<file path="src/sv/assert_macros.svh">
// Assertion helpers; clk and rst_n are taken from the enclosing module.
`ifndef ASSERT_MACROS_SVH
`define ASSERT_MACROS_SVH

// Same-cycle implication.
`define IUS_ASSERT(label, ante, cons, msg) \
    label: assert property (@(posedge clk) disable iff (!rst_n) (ante) |-> (cons)) \
        else $error(msg);

// Next-cycle implication.
`define IUS_ASSERT_NEXT(label, ante, cons, msg) \
    label: assert property (@(posedge clk) disable iff (!rst_n) (ante) |=> (cons)) \
        else $error(msg);

`endif

</file>
<file path="src/sv/ius_pkg.sv">
package ius_pkg;

    localparam int CAPACITY_DEF  = 16;
    localparam int POS_WIDTH_DEF = 32;
    localparam int FIELD_W       = 32;
    localparam int COUNT_W       = 5;

    localparam logic [1:0] ACT_ADD   = 2'd0;
    localparam logic [1:0] ACT_QUERY = 2'd1;
    localparam logic [1:0] ACT_COMP  = 2'd2;

    typedef struct packed {
        logic [1:0]         action;
        logic [FIELD_W-1:0] range_lo;
        logic [FIELD_W-1:0] range_hi;
    } item_t;

    typedef struct packed {
        logic               overlaps;
        logic [FIELD_W-1:0] gap_lo;
        logic [FIELD_W-1:0] gap_hi;
        logic               gap_none;
        logic               last_result;
        logic [COUNT_W-1:0] segment_count;
        logic               add_dropped;
    } result_t;

    // Compare results of a segment (start s, end e) against two references a, b.
    typedef struct packed {
        logic s_lt_a;
        logic s_gt_a;
        logic s_lt_b;
        logic s_gt_b;
        logic e_lt_a;
        logic e_gt_a;
        logic e_gt_b;
    } cmp_flags_t;

endpackage

</file>
<file path="src/sv/ius_seg_mem.sv">
module ius_seg_mem #(
    parameter int DEPTH = ius_pkg::CAPACITY_DEF,
    parameter int WIDTH = ius_pkg::POS_WIDTH_DEF
) (
    input  logic                     clk,
    input  logic                     we,
    input  logic [$clog2(DEPTH)-1:0] waddr,
    input  logic [WIDTH-1:0]         wstart,
    input  logic [WIDTH-1:0]         wend,
    input  logic [$clog2(DEPTH)-1:0] raddr,
    output logic [WIDTH-1:0]         rstart,
    output logic [WIDTH-1:0]         rend
);

    logic [WIDTH-1:0] start_mem_reg [DEPTH];
    logic [WIDTH-1:0] end_mem_reg   [DEPTH];
    logic [WIDTH-1:0] rstart_reg;
    logic [WIDTH-1:0] rend_reg;

    // read returns the old contents on a same-address write
    always_ff @(posedge clk)
    begin
        if (we)
        begin
            start_mem_reg[waddr] <= wstart;
            end_mem_reg[waddr]   <= wend;
        end
        rstart_reg <= start_mem_reg[raddr];
        rend_reg   <= end_mem_reg[raddr];
    end

    assign rstart = rstart_reg;
    assign rend   = rend_reg;

endmodule

</file>
<file path="src/sv/ius_cmp.sv">
module ius_cmp #(
    parameter int WIDTH = ius_pkg::POS_WIDTH_DEF
) (
    input  logic [WIDTH-1:0]  seg_start,
    input  logic [WIDTH-1:0]  seg_end,
    input  logic [WIDTH-1:0]  ref_a,
    input  logic [WIDTH-1:0]  ref_b,
    output ius_pkg::cmp_flags_t flags
);

    always_comb
    begin
        flags.s_lt_a = seg_start < ref_a;
        flags.s_gt_a = seg_start > ref_a;
        flags.s_lt_b = seg_start < ref_b;
        flags.s_gt_b = seg_start > ref_b;
        flags.e_lt_a = seg_end < ref_a;
        flags.e_gt_a = seg_end > ref_a;
        flags.e_gt_b = seg_end > ref_b;
    end

endmodule

</file>
<file path="src/sv/interval_union_set.sv">
// channel  | handshake                  | payload
// ---------+----------------------------+------------------
// item     | item_valid / item_ready    | ius_pkg::item_t
// result   | result_valid / result_ready| ius_pkg::result_t
//
// At most one stored segment per cycle (fewer while the output stalls) goes through the single compare unit, fed by the
// one read port of the segment store; N is the current segment count.
// add: a scan pass over the store, then a rebuild pass unless the add is dropped, then the result.
// query: scans until the first overlap; complement: scans the store, then the tail, and waits on any output stall.
// rst_n clears count and control; store contents are unknown until written.
// Results sit in an output register; a new item is taken while one still waits.
`include "assert_macros.svh"

module interval_union_set #(
    parameter int CAPACITY       = ius_pkg::CAPACITY_DEF,
    parameter int POSITION_WIDTH = ius_pkg::POS_WIDTH_DEF
) (
    input  logic             clk,
    input  logic             rst_n,
    input  logic             item_valid,
    output logic             item_ready,
    input  ius_pkg::item_t   item,
    output logic             result_valid,
    input  logic             result_ready,
    output ius_pkg::result_t result
);

    localparam int CW   = $clog2(CAPACITY + 1);
    localparam int IW   = $clog2(CAPACITY);
    localparam int PW   = POSITION_WIDTH;
    localparam int FW   = ius_pkg::FIELD_W;
    localparam int CNTW = ius_pkg::COUNT_W;

    typedef enum logic [2:0] {
        ST_IDLE,
        ST_SCAN,
        ST_BUILD,
        ST_QUERY,
        ST_COMP,
        ST_TAIL,
        ST_FINISH
    } state_t;

    state_t            state_reg, state_next;
    logic [1:0]        action_reg, action_next;
    logic [PW-1:0]     lo_reg, lo_next;
    logic [PW-1:0]     hi_reg, hi_next;
    logic [PW-1:0]     mlo_reg, mlo_next;
    logic [PW-1:0]     mhi_reg, mhi_next;
    logic [PW-1:0]     prev_reg, prev_next;
    logic              merged_reg, merged_next;
    logic              placed_reg, placed_next;
    logic [CW-1:0]     idx_reg, idx_next;
    logic [CW-1:0]     n_reg, n_next;
    logic [CW-1:0]     count_reg, count_next;
    logic              pend_valid_reg, pend_valid_next;
    logic [PW-1:0]     pend_lo_reg, pend_lo_next;
    logic [PW-1:0]     pend_hi_reg, pend_hi_next;
    logic              overlap_reg, overlap_next;
    logic              dropped_reg, dropped_next;
    logic              result_valid_reg, result_valid_next;
    ius_pkg::result_t  result_reg, result_next;

    logic [PW-1:0]     lo_in, hi_in;
    logic [PW-1:0]     rd_start, rd_end;
    logic [PW-1:0]     cmp_s, cmp_a, cmp_b;
    ius_pkg::cmp_flags_t flags;
    logic              mem_we;
    logic [PW-1:0]     wr_start, wr_end;
    logic              out_free;
    logic [CW-1:0]     idx_inc, n_inc;
    logic              at_end;

    assign lo_in   = PW'(item.range_lo);
    assign hi_in   = PW'(item.range_hi);
    assign idx_inc = CW'(idx_reg + 1'b1);
    assign n_inc   = CW'(n_reg + 1'b1);
    assign at_end  = (idx_reg == count_reg);
    assign out_free = !result_valid_reg || result_ready;

    ius_seg_mem #(
        .DEPTH (CAPACITY),
        .WIDTH (PW)
    ) u_mem (
        .clk    (clk),
        .we     (mem_we),
        .waddr  (n_reg[IW-1:0]),
        .wstart (wr_start),
        .wend   (wr_end),
        .raddr  (idx_next[IW-1:0]),
        .rstart (rd_start),
        .rend   (rd_end)
    );

    // operand select for the shared compare unit
    always_comb
    begin
        case (state_reg)
            ST_IDLE:  cmp_s = lo_in;
            ST_TAIL:  cmp_s = prev_reg;
            default:  cmp_s = rd_start;
        endcase
        case (state_reg)
            ST_BUILD: cmp_a = mlo_reg;
            ST_COMP:  cmp_a = prev_reg;
            default:  cmp_a = lo_reg;
        endcase
        case (state_reg)
            ST_IDLE:  cmp_b = hi_in;
            ST_BUILD: cmp_b = mhi_reg;
            default:  cmp_b = hi_reg;
        endcase
    end

    ius_cmp #(
        .WIDTH (PW)
    ) u_cmp (
        .seg_start (cmp_s),
        .seg_end   (rd_end),
        .ref_a     (cmp_a),
        .ref_b     (cmp_b),
        .flags     (flags)
    );

    always_comb
    begin
        state_next        = state_reg;
        action_next       = action_reg;
        lo_next           = lo_reg;
        hi_next           = hi_reg;
        mlo_next          = mlo_reg;
        mhi_next          = mhi_reg;
        prev_next         = prev_reg;
        merged_next       = merged_reg;
        placed_next       = placed_reg;
        idx_next          = idx_reg;
        n_next            = n_reg;
        count_next        = count_reg;
        pend_valid_next   = pend_valid_reg;
        pend_lo_next      = pend_lo_reg;
        pend_hi_next      = pend_hi_reg;
        overlap_next      = overlap_reg;
        dropped_next      = dropped_reg;
        result_valid_next = result_valid_reg && !result_ready;
        result_next       = result_reg;
        mem_we            = 1'b0;
        wr_start          = mlo_reg;
        wr_end            = mhi_reg;

        case (state_reg)
            ST_IDLE:
            begin
                if (item_valid)
                begin
                    action_next     = item.action;
                    lo_next         = lo_in;
                    hi_next         = hi_in;
                    mlo_next        = lo_in;
                    mhi_next        = hi_in;
                    prev_next       = lo_in;
                    idx_next        = '0;
                    n_next          = '0;
                    merged_next     = 1'b0;
                    placed_next     = 1'b0;
                    pend_valid_next = 1'b0;
                    overlap_next    = 1'b0;
                    dropped_next    = 1'b0;
                    // empty range goes straight to the single result
                    case (item.action)
                        ius_pkg::ACT_ADD:   state_next = flags.s_lt_b ? ST_SCAN : ST_FINISH;
                        ius_pkg::ACT_QUERY: state_next = flags.s_lt_b ? ST_QUERY : ST_FINISH;
                        ius_pkg::ACT_COMP:  state_next = flags.s_lt_b ? ST_COMP : ST_FINISH;
                        default:            state_next = ST_FINISH;
                    endcase
                end
            end

            ST_SCAN:
            begin
                if (!at_end)
                begin
                    // touch or overlap; only the first merged start can lie below lo,
                    // only the last merged end above hi
                    if (!flags.s_gt_b && !flags.e_lt_a)
                    begin
                        merged_next = 1'b1;
                        if (flags.s_lt_a)
                            mlo_next = rd_start;
                        if (flags.e_gt_b)
                            mhi_next = rd_end;
                    end
                    idx_next = idx_inc;
                end
                else if (!merged_reg && count_reg == CW'(CAPACITY))
                begin
                    dropped_next = 1'b1;
                    state_next   = ST_FINISH;
                end
                else
                begin
                    idx_next   = '0;
                    n_next     = '0;
                    state_next = ST_BUILD;
                end
            end

            ST_BUILD:
            begin
                if (!at_end)
                begin
                    if (flags.s_gt_b && !placed_reg)
                    begin
                        // insert merged segment, revisit this entry next cycle
                        mem_we      = 1'b1;
                        n_next      = n_inc;
                        placed_next = 1'b1;
                    end
                    else
                    begin
                        if (flags.e_lt_a || flags.s_gt_b)
                        begin
                            mem_we   = 1'b1;
                            wr_start = rd_start;
                            wr_end   = rd_end;
                            n_next   = n_inc;
                        end
                        idx_next = idx_inc;
                    end
                end
                else
                begin
                    if (!placed_reg)
                    begin
                        mem_we     = 1'b1;
                        count_next = n_inc;
                    end
                    else
                    begin
                        count_next = n_reg;
                    end
                    state_next = ST_FINISH;
                end
            end

            ST_QUERY:
            begin
                if (at_end)
                begin
                    state_next = ST_FINISH;
                end
                else if (flags.s_lt_b && flags.e_gt_a)
                begin
                    overlap_next = 1'b1;
                    state_next   = ST_FINISH;
                end
                else
                begin
                    idx_next = idx_inc;
                end
            end

            ST_COMP:
            begin
                if (at_end || !flags.s_lt_b)
                begin
                    state_next = ST_TAIL;
                end
                else if (!flags.e_gt_a)
                begin
                    idx_next = idx_inc;
                end
                else if (!flags.s_gt_a)
                begin
                    prev_next = rd_end;
                    idx_next  = idx_inc;
                end
                else if (!pend_valid_reg || out_free)
                begin
                    // new gap; the one held back is known not to be last
                    if (pend_valid_reg)
                    begin
                        result_valid_next = 1'b1;
                        result_next = '{overlaps: 1'b0, gap_lo: FW'(pend_lo_reg),
                                        gap_hi: FW'(pend_hi_reg), gap_none: 1'b0,
                                        last_result: 1'b0,
                                        segment_count: CNTW'(count_reg),
                                        add_dropped: 1'b0};
                    end
                    pend_valid_next = 1'b1;
                    pend_lo_next    = prev_reg;
                    pend_hi_next    = rd_start;
                    prev_next       = rd_end;
                    idx_next        = idx_inc;
                end
            end

            ST_TAIL:
            begin
                if (!flags.s_lt_b)
                begin
                    state_next = ST_FINISH;
                end
                else if (!pend_valid_reg || out_free)
                begin
                    if (pend_valid_reg)
                    begin
                        result_valid_next = 1'b1;
                        result_next = '{overlaps: 1'b0, gap_lo: FW'(pend_lo_reg),
                                        gap_hi: FW'(pend_hi_reg), gap_none: 1'b0,
                                        last_result: 1'b0,
                                        segment_count: CNTW'(count_reg),
                                        add_dropped: 1'b0};
                    end
                    pend_valid_next = 1'b1;
                    pend_lo_next    = prev_reg;
                    pend_hi_next    = hi_reg;
                    prev_next       = hi_reg;
                end
            end

            ST_FINISH:
            begin
                if (out_free)
                begin
                    result_valid_next = 1'b1;
                    result_next = '{overlaps: overlap_reg,
                                    gap_lo: pend_valid_reg ? FW'(pend_lo_reg) : '0,
                                    gap_hi: pend_valid_reg ? FW'(pend_hi_reg) : '0,
                                    gap_none: (action_reg == ius_pkg::ACT_COMP)
                                              && !pend_valid_reg,
                                    last_result: 1'b1,
                                    segment_count: CNTW'(count_reg),
                                    add_dropped: dropped_reg};
                    state_next = ST_IDLE;
                end
            end

            default:
            begin
                state_next = ST_IDLE;
            end
        endcase
    end

    always_ff @(posedge clk or negedge rst_n)
    begin
        if (!rst_n)
        begin
            state_reg        <= ST_IDLE;
            count_reg        <= '0;
            result_valid_reg <= 1'b0;
            pend_valid_reg   <= 1'b0;
            merged_reg       <= 1'b0;
            placed_reg       <= 1'b0;
            idx_reg          <= '0;
            n_reg            <= '0;
        end
        else
        begin
            state_reg        <= state_next;
            count_reg        <= count_next;
            result_valid_reg <= result_valid_next;
            pend_valid_reg   <= pend_valid_next;
            merged_reg       <= merged_next;
            placed_reg       <= placed_next;
            idx_reg          <= idx_next;
            n_reg            <= n_next;
        end
    end

    always_ff @(posedge clk)
    begin
        action_reg   <= action_next;
        lo_reg       <= lo_next;
        hi_reg       <= hi_next;
        mlo_reg      <= mlo_next;
        mhi_reg      <= mhi_next;
        prev_reg     <= prev_next;
        pend_lo_reg  <= pend_lo_next;
        pend_hi_reg  <= pend_hi_next;
        overlap_reg  <= overlap_next;
        dropped_reg  <= dropped_next;
        result_reg   <= result_next;
    end

    assign item_ready   = (state_reg == ST_IDLE);
    assign result_valid = result_valid_reg;
    assign result       = result_reg;

    `IUS_ASSERT(a_count_cap, 1'b1, count_reg <= CW'(CAPACITY), "segment count above capacity")
    `IUS_ASSERT(a_wr_lag, mem_we, (n_reg <= idx_reg) || (n_reg == idx_inc), "rebuild write ahead of read")
    `IUS_ASSERT(a_none_last, result_valid_reg && result_reg.gap_none, result_reg.last_result && (result_reg.gap_lo == '0) && (result_reg.gap_hi == '0), "empty complement beat malformed")
    `IUS_ASSERT_NEXT(a_finish_hold, (state_reg == ST_FINISH) && !out_free, (state_reg == ST_FINISH) && result_valid_reg, "final beat lost while output busy")

endmodule

</file>
<file path="config.mk">
export PLATFORM = sky130hd
export DESIGN_NAME = interval_union_set
export DESIGN_NICKNAME = d
export VERILOG_FILES = /design/src/sv/ius_pkg.sv /design/src/sv/ius_seg_mem.sv /design/src/sv/ius_cmp.sv /design/src/sv/interval_union_set.sv
export VERILOG_INCLUDE_DIRS = /design/src /design/src/sv
export SDC_FILE = /design/constraint.sdc
export NUM_CORES = 2
export LEC_CHECK = 0
export ABC_AREA = 1
export BUFFER_PORTS_ARGS = -buffer_cell sky130_fd_sc_hd__buf_2
export CORE_ASPECT_RATIO = 1.75
export CORE_MARGIN = 4
export CORE_UTILIZATION = 54
export CTS_CLUSTER_DIAMETER = 30
export DETAILED_ROUTE_END_ITERATION = 10
export GPL_TIMING_DRIVEN = 0
export HOLD_SLACK_MARGIN = 0.1
export PLACE_DENSITY = 0.72
export SYNTH_ARGS = -nofsm -noshare
export SYNTH_HDL_FRONTEND = slang
export SYNTH_HIERARCHICAL = 1
export SYNTH_SLANG_ARGS = --single-unit
</file>
<file path="constraint.sdc">
create_clock -name clk -period 13.64 [get_ports clk]
set_input_delay 1.364 -clock clk [delete_from_list [all_inputs] [get_ports clk]]
set_output_delay 1.364 -clock clk [all_outputs]
set_load 0.005 [all_outputs]
</file>
# --- After elaboration in Yosys (flattened, before gate mapping) ---
# Memory sizes are Yosys's and may differ from the RTL's. A register that Yosys moved wholly into a read port is not among the register bits.
# Index checks and enable logic that the tools add are counted.
classes:
  addsub: 2
  mul: 0
  div: 0
  magnitude_cmp: 7
  eq_ne: 40
  shift: 0
  muxes: 117
  n_bitwise: 0
  n_reduce_logical: 44
op_table:
  columns: ["operator", "count"]
  rows:
  - ["32-bit 2-to-1 mux", 33]
  - ["73-bit 2-to-1 mux", 7]
  - ["32-bit one-hot mux with 2 select lines", 7]
  - ["73-bit one-hot mux with 3 select lines", 1]
  - ["32-bit > comparator", 4]
  - ["32-bit less-than comparator", 3]
  - ["32-bit one-hot mux with 3 select lines", 1]
  - ["5-bit 2-to-1 mux", 18]
  - ["2-bit inequality test (second input constant)", 24]
  - ["3-bit 2-to-1 mux", 11]
  - ["1-bit 2-to-1 mux", 28]
  - ["5-bit one-hot mux with 5 select lines", 1]
  - ["3-bit one-hot mux with 7 select lines", 1]
  - ["7-bit AND reduction", 3]
  - ["6-bit AND reduction", 3]
  - ["4-bit AND reduction", 4]
  - ["5-bit one-hot mux with 3 select lines", 1]
  - ["5-bit AND reduction", 3]
  - ["3-bit inequality test (second input constant)", 4]
  - ["5-bit by 1-bit adder with 5-bit output (second input constant)", 2]
  - ["3-bit equality test (second input constant)", 3]
  - ["3-bit one-hot mux with 3 select lines", 1]
  - ["9-bit AND reduction", 1]
  - ["3-bit nonzero test", 3]
  - ["18 further kinds", 43]
totals:
  reg_bits: 323
  latchBits: 0
  ram_bits: 1024
  mem_bits_ro: 0
  out_inout_bits: 75
  wordCells: 238
  memories: 2
memory_table:
  columns: ["memory", "depth", "word_bits", "read_ports", "rd_ports_with_merged_regs", "wr", "line", "text"]
  rows:
  - ["u_mem.end_mem_reg", 16, 32, 1, 1, 1, "ius_seg_mem.sv:16", "logic [WIDTH-1:0] end_mem_reg [DEPTH];"]
  - ["u_mem.start_mem_reg", 16, 32, 1, 1, 1, "ius_seg_mem.sv:15", "logic [WIDTH-1:0] start_mem_reg [DEPTH];"]

# --- Logic depth before layout (Yosys ltp) ---
logic_depth:
  word_depth: 10
  mapped_depth: 38
  ltp_nobuf: 35

# --- Modules after synthesis ---
# Netlist, hierarchy kept.
by_module_without_submodules:
  columns: ["mod", "n_inst", "cells_each", "area_each_um2", "seq_area_each_um2"]
  rows:
  - ["ius_seg_mem", 1, 4212, 45147.0, 32030.7]
  - ["interval_union_set", 1, 1563, 15312.2, 9589.2]
  - ["ius_cmp", 1, 511, 3264.4, 0.0]

# --- Worst setup path after synthesis ---
# Ideal clock, no wire load.
synth_path:
  path_type: "input -> register"
  start: "input port item[63] in the netlist's numbering"
  end: "register result_reg, in the netlist result[0], enable pin"
  setup_time_ns: 0.680
  arrival_time_ns: 9.671
  setup_slack_ns: 3.289
  cell_stages: 14
  path_buffers: 0
  path_cell_list: "inv_1 -> o221ai_1 -> ha_1 -> nand2_1 -> inv_1 -> nor2_1 -> o21a_1 -> nand2_1 -> a21oi_1 -> and2_1 -> nor2_1 -> a21oi_1 -> nand2_1 -> nor4_1"
synth_rtl:
  columns: ["element", "line", "text"]
  rows:
  - ["start, declared", "interval_union_set.sv:22", "input ius_pkg::item_t item,"]
  - ["end signal, assigned", "interval_union_set.sv:383", "result_reg <= result_next;"]
  - ["end, declared", "interval_union_set.sv:62", "ius_pkg::result_t result_reg, result_next;"]

==> run_results.csv <==
group,metric,value,unit
critical_path,cp.arrival,9140,ps
clock_tree,numCtsBuffers,166,
sta,rsz0062_at_grt,"no",
logic_synthesis,post_synthesis_cell_area,63720,sq um
clock_tree,hold_buffers,0,
logic_synthesis,ys.warnings.count,6,
logic_synthesis,synth_fp_nets,6486,
clock_tree,cts_tree,"built",
clock_tree,cts.repair.resized,0,
critical_path,critical_path.slowest_cell,"sky130_fd_sc_hd__clkbuf_1",
logic_synthesis,number_of_distinct_standard_cells_referenced_by_the_synthesized_netlist,49,
placed_design,gpl.final_weighted_congestion,0.9671,
layout,final_net_count,6864,
global_routing,grt_pass1_vias,47236,
critical_path,worst_endpoint_required_time,14250,ps
critical_path,cp_common_cell,"sky130_fd_sc_hd__nand2_1",
layout,final.fill_count,9143,
floorplan,die_height,462.4,um
placed_design,port-buffer-count,144,
sta,final_critical_path_setup_slack,5114,ps
clock_tree,cts.root.buffer_cell,"sky130_fd_sc_hd__clkbuf_16",
logic_synthesis,yosys.area.top_type,"sky130_fd_sc_hd__edfxtp_1",
floorplan,design.core.area,117100,sq um
route,vias,47420,
logic_synthesis,yosysTopAreaCellShare,62.44,%
logic_synthesis,synth.yosys.seq_area_share,65.31,%
floorplan,top_level_ports,145,
logic_synthesis,synth.ff_latch_count,1411,
clock_tree,worst_setup_hold_path_clk_slew,60,ps
route,routed_wirelength_normalized_by_instance_count,25.54,um
sta,final-setup-viol-count,0,
route,vias_per_cell,5.689,
layout,final_layout_size_suffix_gt1_share,11.81,%
logic_synthesis,yosys-top-cells-area,"sky130_fd_sc_hd__edfxtp_1, sky130_fd_sc_hd__nand2_1, sky130_fd_sc_hd__inv_1",
floorplan,chipWidth,267.7,um
route,routed_wirelength,212.9,mm
global_routing,global_route.overflow_total,0,
logic_synthesis,synth_edf_count,1325,
critical_path,critical_path.n_buffers_inverters,8,
sta,max-slew-margin-rel,0.4658,%
floorplan,initial_utilization,54.40,%
sta,max_freq,117.3,MHz
clock_tree,cts_sinks,1411,
sta,final-hold-violation-count,0,
layout,area.sequential,41620,sq um
critical_path,timing.setup.critical_path_class,"reg -> reg",
placed_design,dp.final_hpwl,158.0,mm
global_routing,global_route_wire_length_before_repair,299.9,mm
clock_tree,buffer_depth_of_the_longest_clock_path,3,
sta,min_period,8526,ps
route,length_of_the_first_detailed_routing_pass_in_iterations,8,
hold_path,holdCritPathClass,"reg -> reg",
flow_run,drv_cap,2,
layout,multi_input_area,16600,sq um
critical_path,timing.critical_path.fanout_max,10,
status,outcome,"finished, violations left",
global_routing,grt_use_total,33.80,%
placed_design,dp_worst_setup_slack,5260,ps
sta,finalMaxSlewViolations,0,
layout,areaGrowthSynthToFinish,15.22,%
critical_path,cp_slowest_stage_delay,990,ps
sta,tightest_slew,1483,ps
global_routing,grt_max_degree,27,
logic_synthesis,ys_dominant_reg_cell,"sky130_fd_sc_hd__edfxtp_1",
floorplan,die_area,123800,sq um
sta,fin_skew,32.77,ps
layout,commonest_cells_after_routing_fill_and_taps_aside,"sky130_fd_sc_hd__nand2_1, sky130_fd_sc_hd__edfxtp_1, sky130_fd_sc_hd__inv_1",
route,antenna_left,0,
logic_synthesis,postSynth.asyncResetShare,1.559,%
route,drt_first_iter_violations,5858,
clock_tree,h-tree-depth,4,
floorplan,core.rowCount,166,
status,failed_checks,"capacitance limit",
global_routing,antenna_violations_before_repair,23,
route,route.detailed.drc,0,
sta,final_min_period_over_clock_period,62.50,%
logic_synthesis,post_synth.cell_area_avg,10.14,sq um
layout,layout.cells.most_common,"sky130_fd_sc_hd__nand2_1",
critical_path,timing.critical_path.to_type,"flop",
clock_tree,postCtsSetupRepairBufs,0,
critical_path,critical_path.top_delay_family,"simple AND/OR/NAND/NOR gates",
logic_synthesis,synth_cells,6286,
clock_tree,clk-insertion-delay-late,800,ps
critical_path,setup.worst_path.start_class,"flop",
## stage by stage
stage / setup TNS, ps / cells / util, % / hold slack (ps) / cell area [sq um]
2_1_floorplan: 0 / 6286 / - / 426.4 / 63720
3_3_place_gp: -115910 / 7942 / 56.63 / 431.1 / 66340
3_5_place_dp: 0 / 8006 / 57.69 / 434.0 / 67580
4_1_cts: 0 / 8317 / 62.56 / 431.4 / 73280
5_1_grt: 0 / 8331 / 62.66 / 437.8 / 73410
6_report: 0 / 8336 / 62.68 / 432.4 / 73420
## kinds of logic after synthesis
logic type,share of synthesized area (%)
buffers and inverters,9.059
flip-flops,65.31
AO/OA/AOI/OAI,3.550
XOR/XNOR,0.1100
AND/OR/NAND/NOR,19.41
adder cells (fa/ha/maj),2.553
## final timing paths
kind	from	slack, ps	cells after the start	end
max	state_reg[2]	5110	30	u_mem/rstart[26]
min	prev_reg[15]	430	0	pend_lo_reg[15]
max reg2reg	state_reg[2]	5110	30	u_mem/rstart[26]
min reg2reg	prev_reg[15]	430	0	pend_lo_reg[15]
max in group asynchronous	rst_n	12680	1	idx_reg[1]
min in group asynchronous	rst_n	570	1	result_valid
## worst reg2reg max path, delay by kind of cell, from the launching register on
family | cells | cell delay, ps
compound gates | 2 | 680
buf+inv | 8 | 3280
flops | 1 | 520
simple gates | 19 | 3550
fa+ha+maj | 1 | 310
## cell type report
type | count | area share (%)
diodes | 17 | 0.05794
plain buffers | 290 | 2.139
clock buffers | 191 | 6.002
clock inverters | 120 | 1.769
inverters | 1117 | 5.724
multi-input cells | 3468 | 22.60
flip-flops and latches | 1411 | 56.69
well taps | 1512 | 2.577
repair buffers | 210 | 2.439
## synthesized netlist by cell type, types with 7 or more instances
library cell,count
sky130_fd_sc_hd__o21ai_1,73
sky130_fd_sc_hd__buf_2,157
sky130_fd_sc_hd__dfrtp_1,22
sky130_fd_sc_hd__inv_1,1098
sky130_fd_sc_hd__dfxtp_1,64
sky130_fd_sc_hd__nand4_1,10
sky130_fd_sc_hd__clkbuf_1,59
sky130_fd_sc_hd__inv_2,13
sky130_fd_sc_hd__buf_1,17
sky130_fd_sc_hd__nand2_1,1917
sky130_fd_sc_hd__ha_1,130
sky130_fd_sc_hd__buf_6,19
sky130_fd_sc_hd__buf_4,38
sky130_fd_sc_hd__o21ai_0,116
sky130_fd_sc_hd__o211ai_1,50
sky130_fd_sc_hd__nor2_1,157
sky130_fd_sc_hd__nor3_1,7
sky130_fd_sc_hd__o221ai_1,55
sky130_fd_sc_hd__nand3_1,823
sky130_fd_sc_hd__a21oi_1,61
sky130_fd_sc_hd__edfxtp_1,1325
## per-layer routing
metal	GRT usage, %	share of wire (%)	vias up
li1	-	-	21387
met1	33.91	30	22223
met2	58.75	50	2840
met3	6.561	8.7	966
met4	30.09	10	4
met5	0	0.012	-
Power is not shown: default switching activity piles up to over one toggle a cycle in this logic, so the estimate is an artifact.
